===== config.mk =====
export PLATFORM = sky130hd
export DESIGN_NAME = bounded_value_list_engine_unit
export DESIGN_NICKNAME = d
export VERILOG_FILES = /design/src/rtl/blve_pkg.sv /design/src/rtl/blve_cell.sv /design/src/rtl/blve_seq.sv /design/src/rtl/bounded_value_list_engine_unit.sv
export SDC_FILE = /design/constraint.sdc
export NUM_CORES = 1
export LEC_CHECK = 0
export ABC_AREA = 0
export CAP_MARGIN = 0
export CORE_MARGIN = 5
export CORE_UTILIZATION = 27
export CTS_BUF_LIST = sky130_fd_sc_hd__clkbuf_4
export DETAILED_ROUTE_END_ITERATION = 7
export DONT_BUFFER_PORTS = 1
export PLACE_DENSITY = 0.46
export SYNTH_ARGS = -nofsm -noshare
export SYNTH_HDL_FRONTEND = slang
export SYNTH_SLANG_ARGS = --single-unit

===== constraint.sdc =====
create_clock -name clk -period 30.6 [get_ports clk]
set_input_delay 4.59 -clock clk [delete_from_list [all_inputs] [get_ports clk]]
set_output_delay 4.59 -clock clk [all_outputs]
set_load 0.005 [all_outputs]

===== src/rtl/blve_pkg.sv =====
// ----------------------------------------------------------------------------
// blve_pkg
// Shared types, codes and sizes of the bounded value list engine.
// ----------------------------------------------------------------------------
`timescale 1ns / 1ps

package blve_pkg;

    localparam int CAPACITY_DEF   = 16;
    localparam int DATA_WIDTH_DEF = 32;

    localparam int OPCODE_WIDTH = 2;
    localparam int VALUE_WIDTH  = 32;
    localparam int STATUS_WIDTH = 2;
    localparam int COUNT_WIDTH  = 5;

    // request tdata: opcode, value
    localparam int IN_OPCODE_LSB = 0;
    localparam int IN_VALUE_LSB  = IN_OPCODE_LSB + OPCODE_WIDTH;
    localparam int IN_BITS       = IN_VALUE_LSB + VALUE_WIDTH;
    localparam int IN_TDATA_W    = ((IN_BITS + 7) / 8) * 8;

    // result tdata: status, found, entry_count, max_value, max_valid
    localparam int OUT_FOUND_LSB = STATUS_WIDTH;
    localparam int OUT_COUNT_LSB = OUT_FOUND_LSB + 1;
    localparam int OUT_MAX_LSB   = OUT_COUNT_LSB + COUNT_WIDTH;
    localparam int OUT_MVAL_LSB  = OUT_MAX_LSB + VALUE_WIDTH;
    localparam int OUT_BITS      = OUT_MVAL_LSB + 1;
    localparam int OUT_TDATA_W   = ((OUT_BITS + 7) / 8) * 8;
    localparam int OUT_PAD_W     = OUT_TDATA_W - OUT_BITS;

    typedef enum logic [OPCODE_WIDTH-1:0] {
        OP_APPEND = 2'd0,
        OP_INSERT = 2'd1,
        OP_DELETE = 2'd2,
        OP_SEARCH = 2'd3
    } opcode_t;

    typedef enum logic [STATUS_WIDTH-1:0] {
        STAT_OK        = 2'd0,
        STAT_NOT_FOUND = 2'd1,
        STAT_EMPTY     = 2'd2,
        STAT_FULL      = 2'd3
    } status_t;

endpackage


===== src/rtl/blve_cell.sv =====
// ----------------------------------------------------------------------------
// blve_cell
// One list entry of the ring; takes its input word (its neighbor's, or the tail word for the last cell) on every shift.
// ----------------------------------------------------------------------------
`timescale 1ns / 1ps

module blve_cell #(
    parameter int DATA_WIDTH = 32
) (
    input  logic                  clk,
    input  logic                  shift,
    input  logic [DATA_WIDTH-1:0] d,
    output logic [DATA_WIDTH-1:0] q
);

    logic [DATA_WIDTH-1:0] word_reg;

    always_ff @(posedge clk)
    begin
        if (shift)
        begin
            word_reg <= d;
        end
    end

    assign q = word_reg;

endmodule


===== src/rtl/blve_seq.sv =====
// ----------------------------------------------------------------------------
// blve_seq
// Request sequencer: rotates the cell ring once per request, rebuilds the
// list at the tail cell and collects count, match and maximum.
// ----------------------------------------------------------------------------
`timescale 1ns / 1ps

module blve_seq import blve_pkg::*; #(
    parameter int CAPACITY   = CAPACITY_DEF,
    parameter int DATA_WIDTH = DATA_WIDTH_DEF
) (
    input  logic                   clk,
    input  logic                   rst_n,
    input  logic                   s_tvalid,
    output logic                   s_tready,
    input  logic [IN_TDATA_W-1:0]  s_tdata,   // opcode, value
    output logic                   m_tvalid,
    input  logic                   m_tready,
    output logic [OUT_TDATA_W-1:0] m_tdata,   // status, found, entry_count, max_value, max_valid
    input  logic [DATA_WIDTH-1:0]  head,
    input  logic [DATA_WIDTH-1:0]  next,
    output logic                   shift,
    output logic [DATA_WIDTH-1:0]  tail
);

    localparam int KW = (CAPACITY > 1) ? $clog2(CAPACITY) : 1;
    localparam int CW = $clog2(CAPACITY + 1);

    typedef enum logic [1:0] {
        S_IDLE,
        S_SCAN,
        S_PUSH
    } state_t;

    typedef enum logic [1:0] {
        MODE_INSERT,
        MODE_DELETE,
        MODE_PASS
    } mode_t;

    state_t                  state_reg;
    mode_t                   mode_reg;
    opcode_t                 op_reg;
    status_t                 base_reg;
    logic [KW-1:0]           k_reg;
    logic [CW-1:0]           count_reg;
    logic [DATA_WIDTH-1:0]   v_reg;
    logic [DATA_WIDTH-1:0]   carry_reg;
    logic                    placed_reg;
    logic                    found_reg;
    logic [DATA_WIDTH-1:0]   max_reg;
    logic                    max_valid_reg;
    logic                    m_tvalid_reg;
    logic [OUT_TDATA_W-1:0]  m_tdata_reg;

    opcode_t                 in_op;
    logic [DATA_WIDTH-1:0]   in_value;
    logic [CW-1:0]           k_ext;
    logic                    in_use;
    logic                    at_tail;
    logic                    match;
    logic                    found_next;
    logic [DATA_WIDTH-1:0]   out_word;
    logic [DATA_WIDTH-1:0]   carry_next;
    logic                    placed_next;
    logic                    keep_word;
    logic                    out_free;
    logic                    last_step;
    status_t                 status_out;
    logic [VALUE_WIDTH-1:0]  max_out;

    assign in_op    = opcode_t'(s_tdata[IN_OPCODE_LSB +: OPCODE_WIDTH]);
    assign in_value = DATA_WIDTH'(s_tdata[IN_VALUE_LSB +: VALUE_WIDTH]);

    assign k_ext     = CW'(k_reg);
    assign in_use    = (k_ext < count_reg);
    assign at_tail   = (k_ext == count_reg);
    assign match     = in_use && (head == v_reg) && !found_reg;
    assign last_step = (k_reg == KW'(CAPACITY - 1));
    assign out_free  = !m_tvalid_reg || m_tready;

    always_comb
    begin
        out_word    = head;
        carry_next  = carry_reg;
        placed_next = placed_reg;
        found_next  = found_reg;
        keep_word   = in_use;
        unique case (mode_reg)
            MODE_INSERT:
            begin
                keep_word = (k_ext <= count_reg);
                if (in_use)
                begin
                    if (placed_reg)
                    begin
                        out_word   = carry_reg;
                        carry_next = head;
                    end
                    else if ((op_reg == OP_INSERT) && ($signed(head) >= $signed(v_reg)))
                    begin
                        out_word    = v_reg;
                        carry_next  = head;
                        placed_next = 1'b1;
                    end
                end
                else if (at_tail)
                begin
                    out_word = placed_reg ? carry_reg : v_reg;
                end
            end
            MODE_DELETE:
            begin
                found_next = found_reg || match;
                if (found_next)
                begin
                    out_word = next;
                end
                keep_word = ((k_ext + CW'(1)) < count_reg) ||
                            (((k_ext + CW'(1)) == count_reg) && !found_next);
            end
            default:
            begin
                if (op_reg == OP_SEARCH)
                begin
                    found_next = found_reg || match;
                end
            end
        endcase
    end

    assign status_out = (((op_reg == OP_SEARCH) || (mode_reg == MODE_DELETE)) && found_reg)
                        ? STAT_OK : base_reg;
    assign max_out    = max_valid_reg ? VALUE_WIDTH'($signed(max_reg)) : '0;

    always_ff @(posedge clk or negedge rst_n)
    begin
        if (!rst_n)
        begin
            state_reg     <= S_IDLE;
            mode_reg      <= MODE_PASS;
            op_reg        <= OP_APPEND;
            base_reg      <= STAT_OK;
            k_reg         <= '0;
            count_reg     <= '0;
            v_reg         <= '0;
            carry_reg     <= '0;
            placed_reg    <= 1'b0;
            found_reg     <= 1'b0;
            max_reg       <= '0;
            max_valid_reg <= 1'b0;
            m_tvalid_reg  <= 1'b0;
            m_tdata_reg   <= '0;
        end
        else
        begin
            if (m_tready && (state_reg != S_PUSH))
            begin
                m_tvalid_reg <= 1'b0;
            end
            unique case (state_reg)
                S_IDLE:
                begin
                    if (s_tvalid)
                    begin
                        op_reg        <= in_op;
                        v_reg         <= in_value;
                        k_reg         <= '0;
                        placed_reg    <= 1'b0;
                        found_reg     <= 1'b0;
                        max_valid_reg <= 1'b0;
                        state_reg     <= S_SCAN;
                        if ((in_op == OP_APPEND) || (in_op == OP_INSERT))
                        begin
                            if (count_reg >= CW'(CAPACITY))
                            begin
                                mode_reg <= MODE_PASS;
                                base_reg <= STAT_FULL;
                            end
                            else
                            begin
                                mode_reg <= MODE_INSERT;
                                base_reg <= STAT_OK;
                            end
                        end
                        else if ((in_op == OP_DELETE) && (count_reg != '0))
                        begin
                            mode_reg <= MODE_DELETE;
                            base_reg <= STAT_NOT_FOUND;
                        end
                        else if (in_op == OP_DELETE)
                        begin
                            mode_reg <= MODE_PASS;
                            base_reg <= STAT_EMPTY;
                        end
                        else
                        begin
                            mode_reg <= MODE_PASS;
                            base_reg <= STAT_NOT_FOUND;
                        end
                    end
                end
                S_SCAN:
                begin
                    carry_reg  <= carry_next;
                    placed_reg <= placed_next;
                    found_reg  <= found_next;
                    k_reg      <= k_reg + KW'(1);
                    if (keep_word && (!max_valid_reg || ($signed(out_word) > $signed(max_reg))))
                    begin
                        max_reg       <= out_word;
                        max_valid_reg <= 1'b1;
                    end
                    if (last_step)
                    begin
                        state_reg <= S_PUSH;
                        if (mode_reg == MODE_INSERT)
                        begin
                            count_reg <= count_reg + CW'(1);
                        end
                        else if ((mode_reg == MODE_DELETE) && found_next)
                        begin
                            count_reg <= count_reg - CW'(1);
                        end
                    end
                end
                S_PUSH:
                begin
                    if (out_free)
                    begin
                        m_tvalid_reg <= 1'b1;
                        m_tdata_reg  <= {{OUT_PAD_W{1'b0}}, max_valid_reg, max_out,
                                         COUNT_WIDTH'(count_reg), found_reg, status_out};
                        state_reg    <= S_IDLE;
                    end
                end
                default:
                begin
                    state_reg <= S_IDLE;
                end
            endcase
        end
    end

    assign s_tready = (state_reg == S_IDLE);
    assign m_tvalid = m_tvalid_reg;
    assign m_tdata  = m_tdata_reg;
    assign shift    = (state_reg == S_SCAN);
    assign tail     = out_word;

endmodule


===== src/rtl/bounded_value_list_engine_unit.sv =====
// ----------------------------------------------------------------------------
// bounded_value_list_engine_unit
// Ordered list of signed values with append, sorted insert, delete and search.
// ----------------------------------------------------------------------------
// A request is taken while the engine is idle and then turns the ring of cells
// once, one entry passing the head cell per cycle, while the list is rebuilt
// at the tail and the count, match and maximum are gathered. The result is then
// registered in the output register, and the next request can be accepted from
// that same cycle on, so the engine takes no new request while one is in flight.
// A result that has not been taken when the next one is ready holds the engine
// until it is taken. There is no clearing pass after reset.
`timescale 1ns / 1ps

module bounded_value_list_engine_unit import blve_pkg::*; #(
    parameter int CAPACITY   = CAPACITY_DEF,
    parameter int DATA_WIDTH = DATA_WIDTH_DEF
) (
    input  logic                   clk,
    input  logic                   rst_n,
    input  logic                   s_axis_tvalid,
    output logic                   s_axis_tready,
    input  logic [IN_TDATA_W-1:0]  s_axis_tdata,  // opcode, value
    output logic                   m_axis_tvalid,
    input  logic                   m_axis_tready,
    output logic [OUT_TDATA_W-1:0] m_axis_tdata   // status, found, entry_count, max_value, max_valid
);

    logic [DATA_WIDTH-1:0] cell_q [CAPACITY];
    logic                  shift;
    logic [DATA_WIDTH-1:0] tail;

    blve_seq #(
        .CAPACITY   (CAPACITY),
        .DATA_WIDTH (DATA_WIDTH)
    ) u_seq (
        .clk      (clk),
        .rst_n    (rst_n),
        .s_tvalid (s_axis_tvalid),
        .s_tready (s_axis_tready),
        .s_tdata  (s_axis_tdata),
        .m_tvalid (m_axis_tvalid),
        .m_tready (m_axis_tready),
        .m_tdata  (m_axis_tdata),
        .head     (cell_q[0]),
        .next     (cell_q[1]),
        .shift    (shift),
        .tail     (tail)
    );

    for (genvar i = 0; i < CAPACITY; i++)
    begin : g_cell
        if (i == CAPACITY - 1)
        begin : g_last
            blve_cell #(
                .DATA_WIDTH (DATA_WIDTH)
            ) u_cell (
                .clk   (clk),
                .shift (shift),
                .d     (tail),
                .q     (cell_q[i])
            );
        end
        else
        begin : g_mid
            blve_cell #(
                .DATA_WIDTH (DATA_WIDTH)
            ) u_cell (
                .clk   (clk),
                .shift (shift),
                .d     (cell_q[i+1]),
                .q     (cell_q[i])
            );
        end
    end

endmodule


==> out/results.ini <==
[outcome]
outcome = finished, final reports clean

[route]
vias = 14500
vias_per_cell = 4.57
wl_per_cell_um = 19.1
drt_wl_total_mm = 60.7
drtAntennaViolNets = 0
drc = 0
dr.pass1.iters = 6
drt_iter0_drc = 1123

[final_layout]
drive_gt1_share_pct = 18.5
fin_cells = 3177
largest_reg_flops = 480
nNetsFinal = 1878
fillCellCount = 9411
multi_input_area_um2 = 5710
syn_to_final_growth_pct = 14.8
regArea_um2 = 19300

[global_route]
grt-busiest-layer = met2
grt_pass1_vias = 14700
overflow = 0
antenna_found_initial = 5
grtUsageMet1_pct = 16.7
use_met3_pct = 3.79
grt_use_total_pct = 11.8
grt_pass1_wl_mm = 91.4
grt_max_degree = 166
grtUsageMet2_pct = 16.8

[synthesis]
ys_async_sr_fraction_pct = 23.6
netlist_area_um2 = 25600
ys_ff_latch = 670
ys_warn_count = 0
synth_top_area_share_pct = 60.0
netlist_instances = 1641
synth_area_leaders = edfxtp_1 (60%), dfrtp_1 (15%), ha_1 (3.8%)
synth_top_area_cell = edfxtp_1
ys_seq_area_share_pct = 75.4
synth_edf_count = 512
postSynthAreaPerCell_um2 = 15.6
synth-main-ff-cell = edfxtp_1
synth_cell_type_count = 61

[die]
die_w_um = 318
start_util_pct = 27.1
die_h_um = 318
core_area_um2 = 94600
num_rows = 113
boundaryPins = 94
die_area_um2 = 101000

[clock_network]
cts_buffers = 172
tritoncts = yes
clock-root-buffer = clkbuf_4
clkLatencyLatePin_ns = 1.03
cts-htree-levels = 4
post_cts_hold_buffer_count = 0
ctsResizeCount = 0
clock_path_buffers = 3
path_clk_slew_ns = 0.06
cts.sinks = 670
cts_setup_buffers = 0

[min_path]
hold_end = g_cell[3].g_mid.u_cell.q[12]$_DFFE_PP_
min_from = g_cell[4].g_mid.u_cell.q[12]$_DFFE_PP_
hold_depth = 0
worstHoldPathType = flop to flop

[timing]
rsz0062_at_grt = no
slew_headroom_pct = 9.91
layout_min_cycle_time_ns = 8.13
worst_pin_slew_ns = 1.34
slew_violations = 0
holdWs_ns = 0.373
fin_setup_tns_ns = 0
fmax_mhz = 123
setup_viol = 0
setup_ws_ns = 22.47
period_share_pct = 26.6
finalHoldViolations = 0
clock_skew_ns = 0.0717

[worst_setup_path]
endpoint_kind = flop
rrSetupSlack_ns = 22.47
worstPathCellList = ha_1 > nand4_1 > nor4b_1 > o211ai_1 > nand2_1 > nand2_2 > o22ai_1 > nor2_1 > ha_1 > nand2_1 > nor4_1 > nand3_1 > nor4_1 > a211oi_1 > nand3_2 > o21ai_0
rr_worst_depth = 16
rr_startpoint = g_cell[0].g_mid.u_cell.q[14]$_DFFE_PP_
cp_num_buf_inv = 0
worstPathRequired_ns = 31.43
cp-start-kind = flop
cp_top_family = simple AND/OR/NAND/NOR gates
crit_path_max_fanout = 31
slowest_delay_ns = 1.06
r2r-end = u_seq.max_valid_reg$_DFFE_PN0P_
critPathKind = flop to flop
arrival_ns = 8.96
crit_slowest_cell = nor4_1

[place]
dp_hpwl_mm = 36.6
pre_cts_slack_ns = 22.66
place_congestion = 0.791
io_buffers = 0
placed_cells = 2847

[flow_run]
maxCapViolCount = 0

kinds of logic (layout without fill, tap and decap cells):
logic type | Yosys count | after routing | synth area share [%]
AO/OA/AOI/OAI | 388 | 388 | 9.95
buffers and inverters | 159 | 414 | 2.59
XOR/XNOR | 7 | 7 | 0.239
adder cells (fa/ha/maj) | 78 | 78 | 3.84
flip-flops | 670 | 670 | 75.4
AND/OR/NAND/NOR | 271 | 271 | 4.72
multiplexers | 67 | 67 | 3.22
other | 1 | 17 | 0.0146
placed cells by master (no fill, tap or decap), drive strengths merged, types with 7 or more instances in the layout:
cell,n
edfxtp,512
clkbuf,268
dfrtp,157
nand2,151
o21ai,128
o31ai,93
ha,77
inv,77
nor2,49
clkinv,47
mux2,36
a221oi,32
o21a,32
mux2i,31
o22ai,30
a21oi,29
buf,17
nand3,15
nand4,12
diode,10
nor3,10
conb,7
nand2b,7
worst max-delay path by stage:
| stage | cells after the start | start | endpoint | slack, ns |
|---|---|---|---|---|
| final | 16 | g_cell[0].g_mid.u_cell.q[14]$_DFFE_PP_ | u_seq.max_valid_reg$_DFFE_PN0P_ | 22.47 |
| after global routing | 16 | g_cell[0].g_mid.u_cell.q[14]$_DFFE_PP_ | u_seq.max_valid_reg$_DFFE_PN0P_ | 21.94 |
| after CTS | 16 | g_cell[0].g_mid.u_cell.q[14]$_DFFE_PP_ | u_seq.max_valid_reg$_DFFE_PN0P_ | 22.63 |
| after detailed placement | 16 | g_cell[0].g_mid.u_cell.q[14]$_DFFE_PP_ | u_seq.max_valid_reg$_DFFE_PN0P_ | 22.66 |
| after global placement | 16 | g_cell[0].g_mid.u_cell.q[14]$_DFFE_PP_ | u_seq.max_valid_reg$_DFFE_PN0P_ | 22.79 |
| after floorplan | 6 | u_seq.state_reg[0]$_DFFE_PN0P_ | u_seq.carry_reg[10]$_DFFE_PN0P_ | 16.37 |
cell usage after synthesis, drive strengths merged, types with 4 or more instances:
| master | number |
|---|---|
| o21ai | 128 |
| a21oi | 29 |
| a211oi | 6 |
| nor3 | 10 |
| o21a | 32 |
| a221oi | 32 |
| a21o | 5 |
| clkbuf | 55 |
| nand2b | 7 |
| nor4 | 5 |
| nand4 | 12 |
| nand3 | 15 |
| edfxtp | 512 |
| ha | 77 |
| mux2 | 36 |
| o22ai | 30 |
| buf | 27 |
| a31oi | 5 |
| dfrtp | 157 |
| o21bai | 4 |
| and3 | 4 |
| o31ai | 93 |
| o211ai | 4 |
| inv | 74 |
| nor2 | 49 |
| a211o | 6 |
| nand2 | 151 |
| xnor2 | 4 |
| mux2i | 31 |
through the flow:
step / area, µm² / utilization, %
after global routing: 29400 / 31.1
after global placement: 27100 / 28.6
final: 29400 / 31.1
after CTS: 29400 / 31.1
after floorplan: 25600 / -
after detailed placement: 27100 / 28.6
worst reg2reg max path, stage by stage, from the launching register on:
cell and delay, ns:
edfxtp_1 0.49, ha_1 0.38, nand4_1 0.22, nor4b_1 0.79, o211ai_1 0.38, nand2_1 0.25
nand2_2 0.57, o22ai_1 0.47, nor2_1 0.18, ha_1 0.46, nand2_1 0.14, nor4_1 0.92
nand3_1 0.36, nor4_1 1.06, a211oi_1 0.30, nand3_2 0.79, o21ai_0 0.22
metal layers:
metal  up-vias  wire length [µm]
li1       6615                 -
met1      7338             29100
met2       474             26000
met3       107              4110
met4         0              1430
met5         -                 0
layout make-up:
class / count / area share (%)
multi-input cells: 818 / 19.4
clock inverters: 52 / 1.07
clock buffers: 268 / 6.84
well taps: 1265 / 5.38
flip-flops and latches: 670 / 65.7
inverters: 77 / 1.01
diodes: 10 / 0.0851
repair buffers: 17 / 0.477
Power is not shown: default switching activity piles up to over one toggle a cycle in this logic, so the estimate is an artifact.
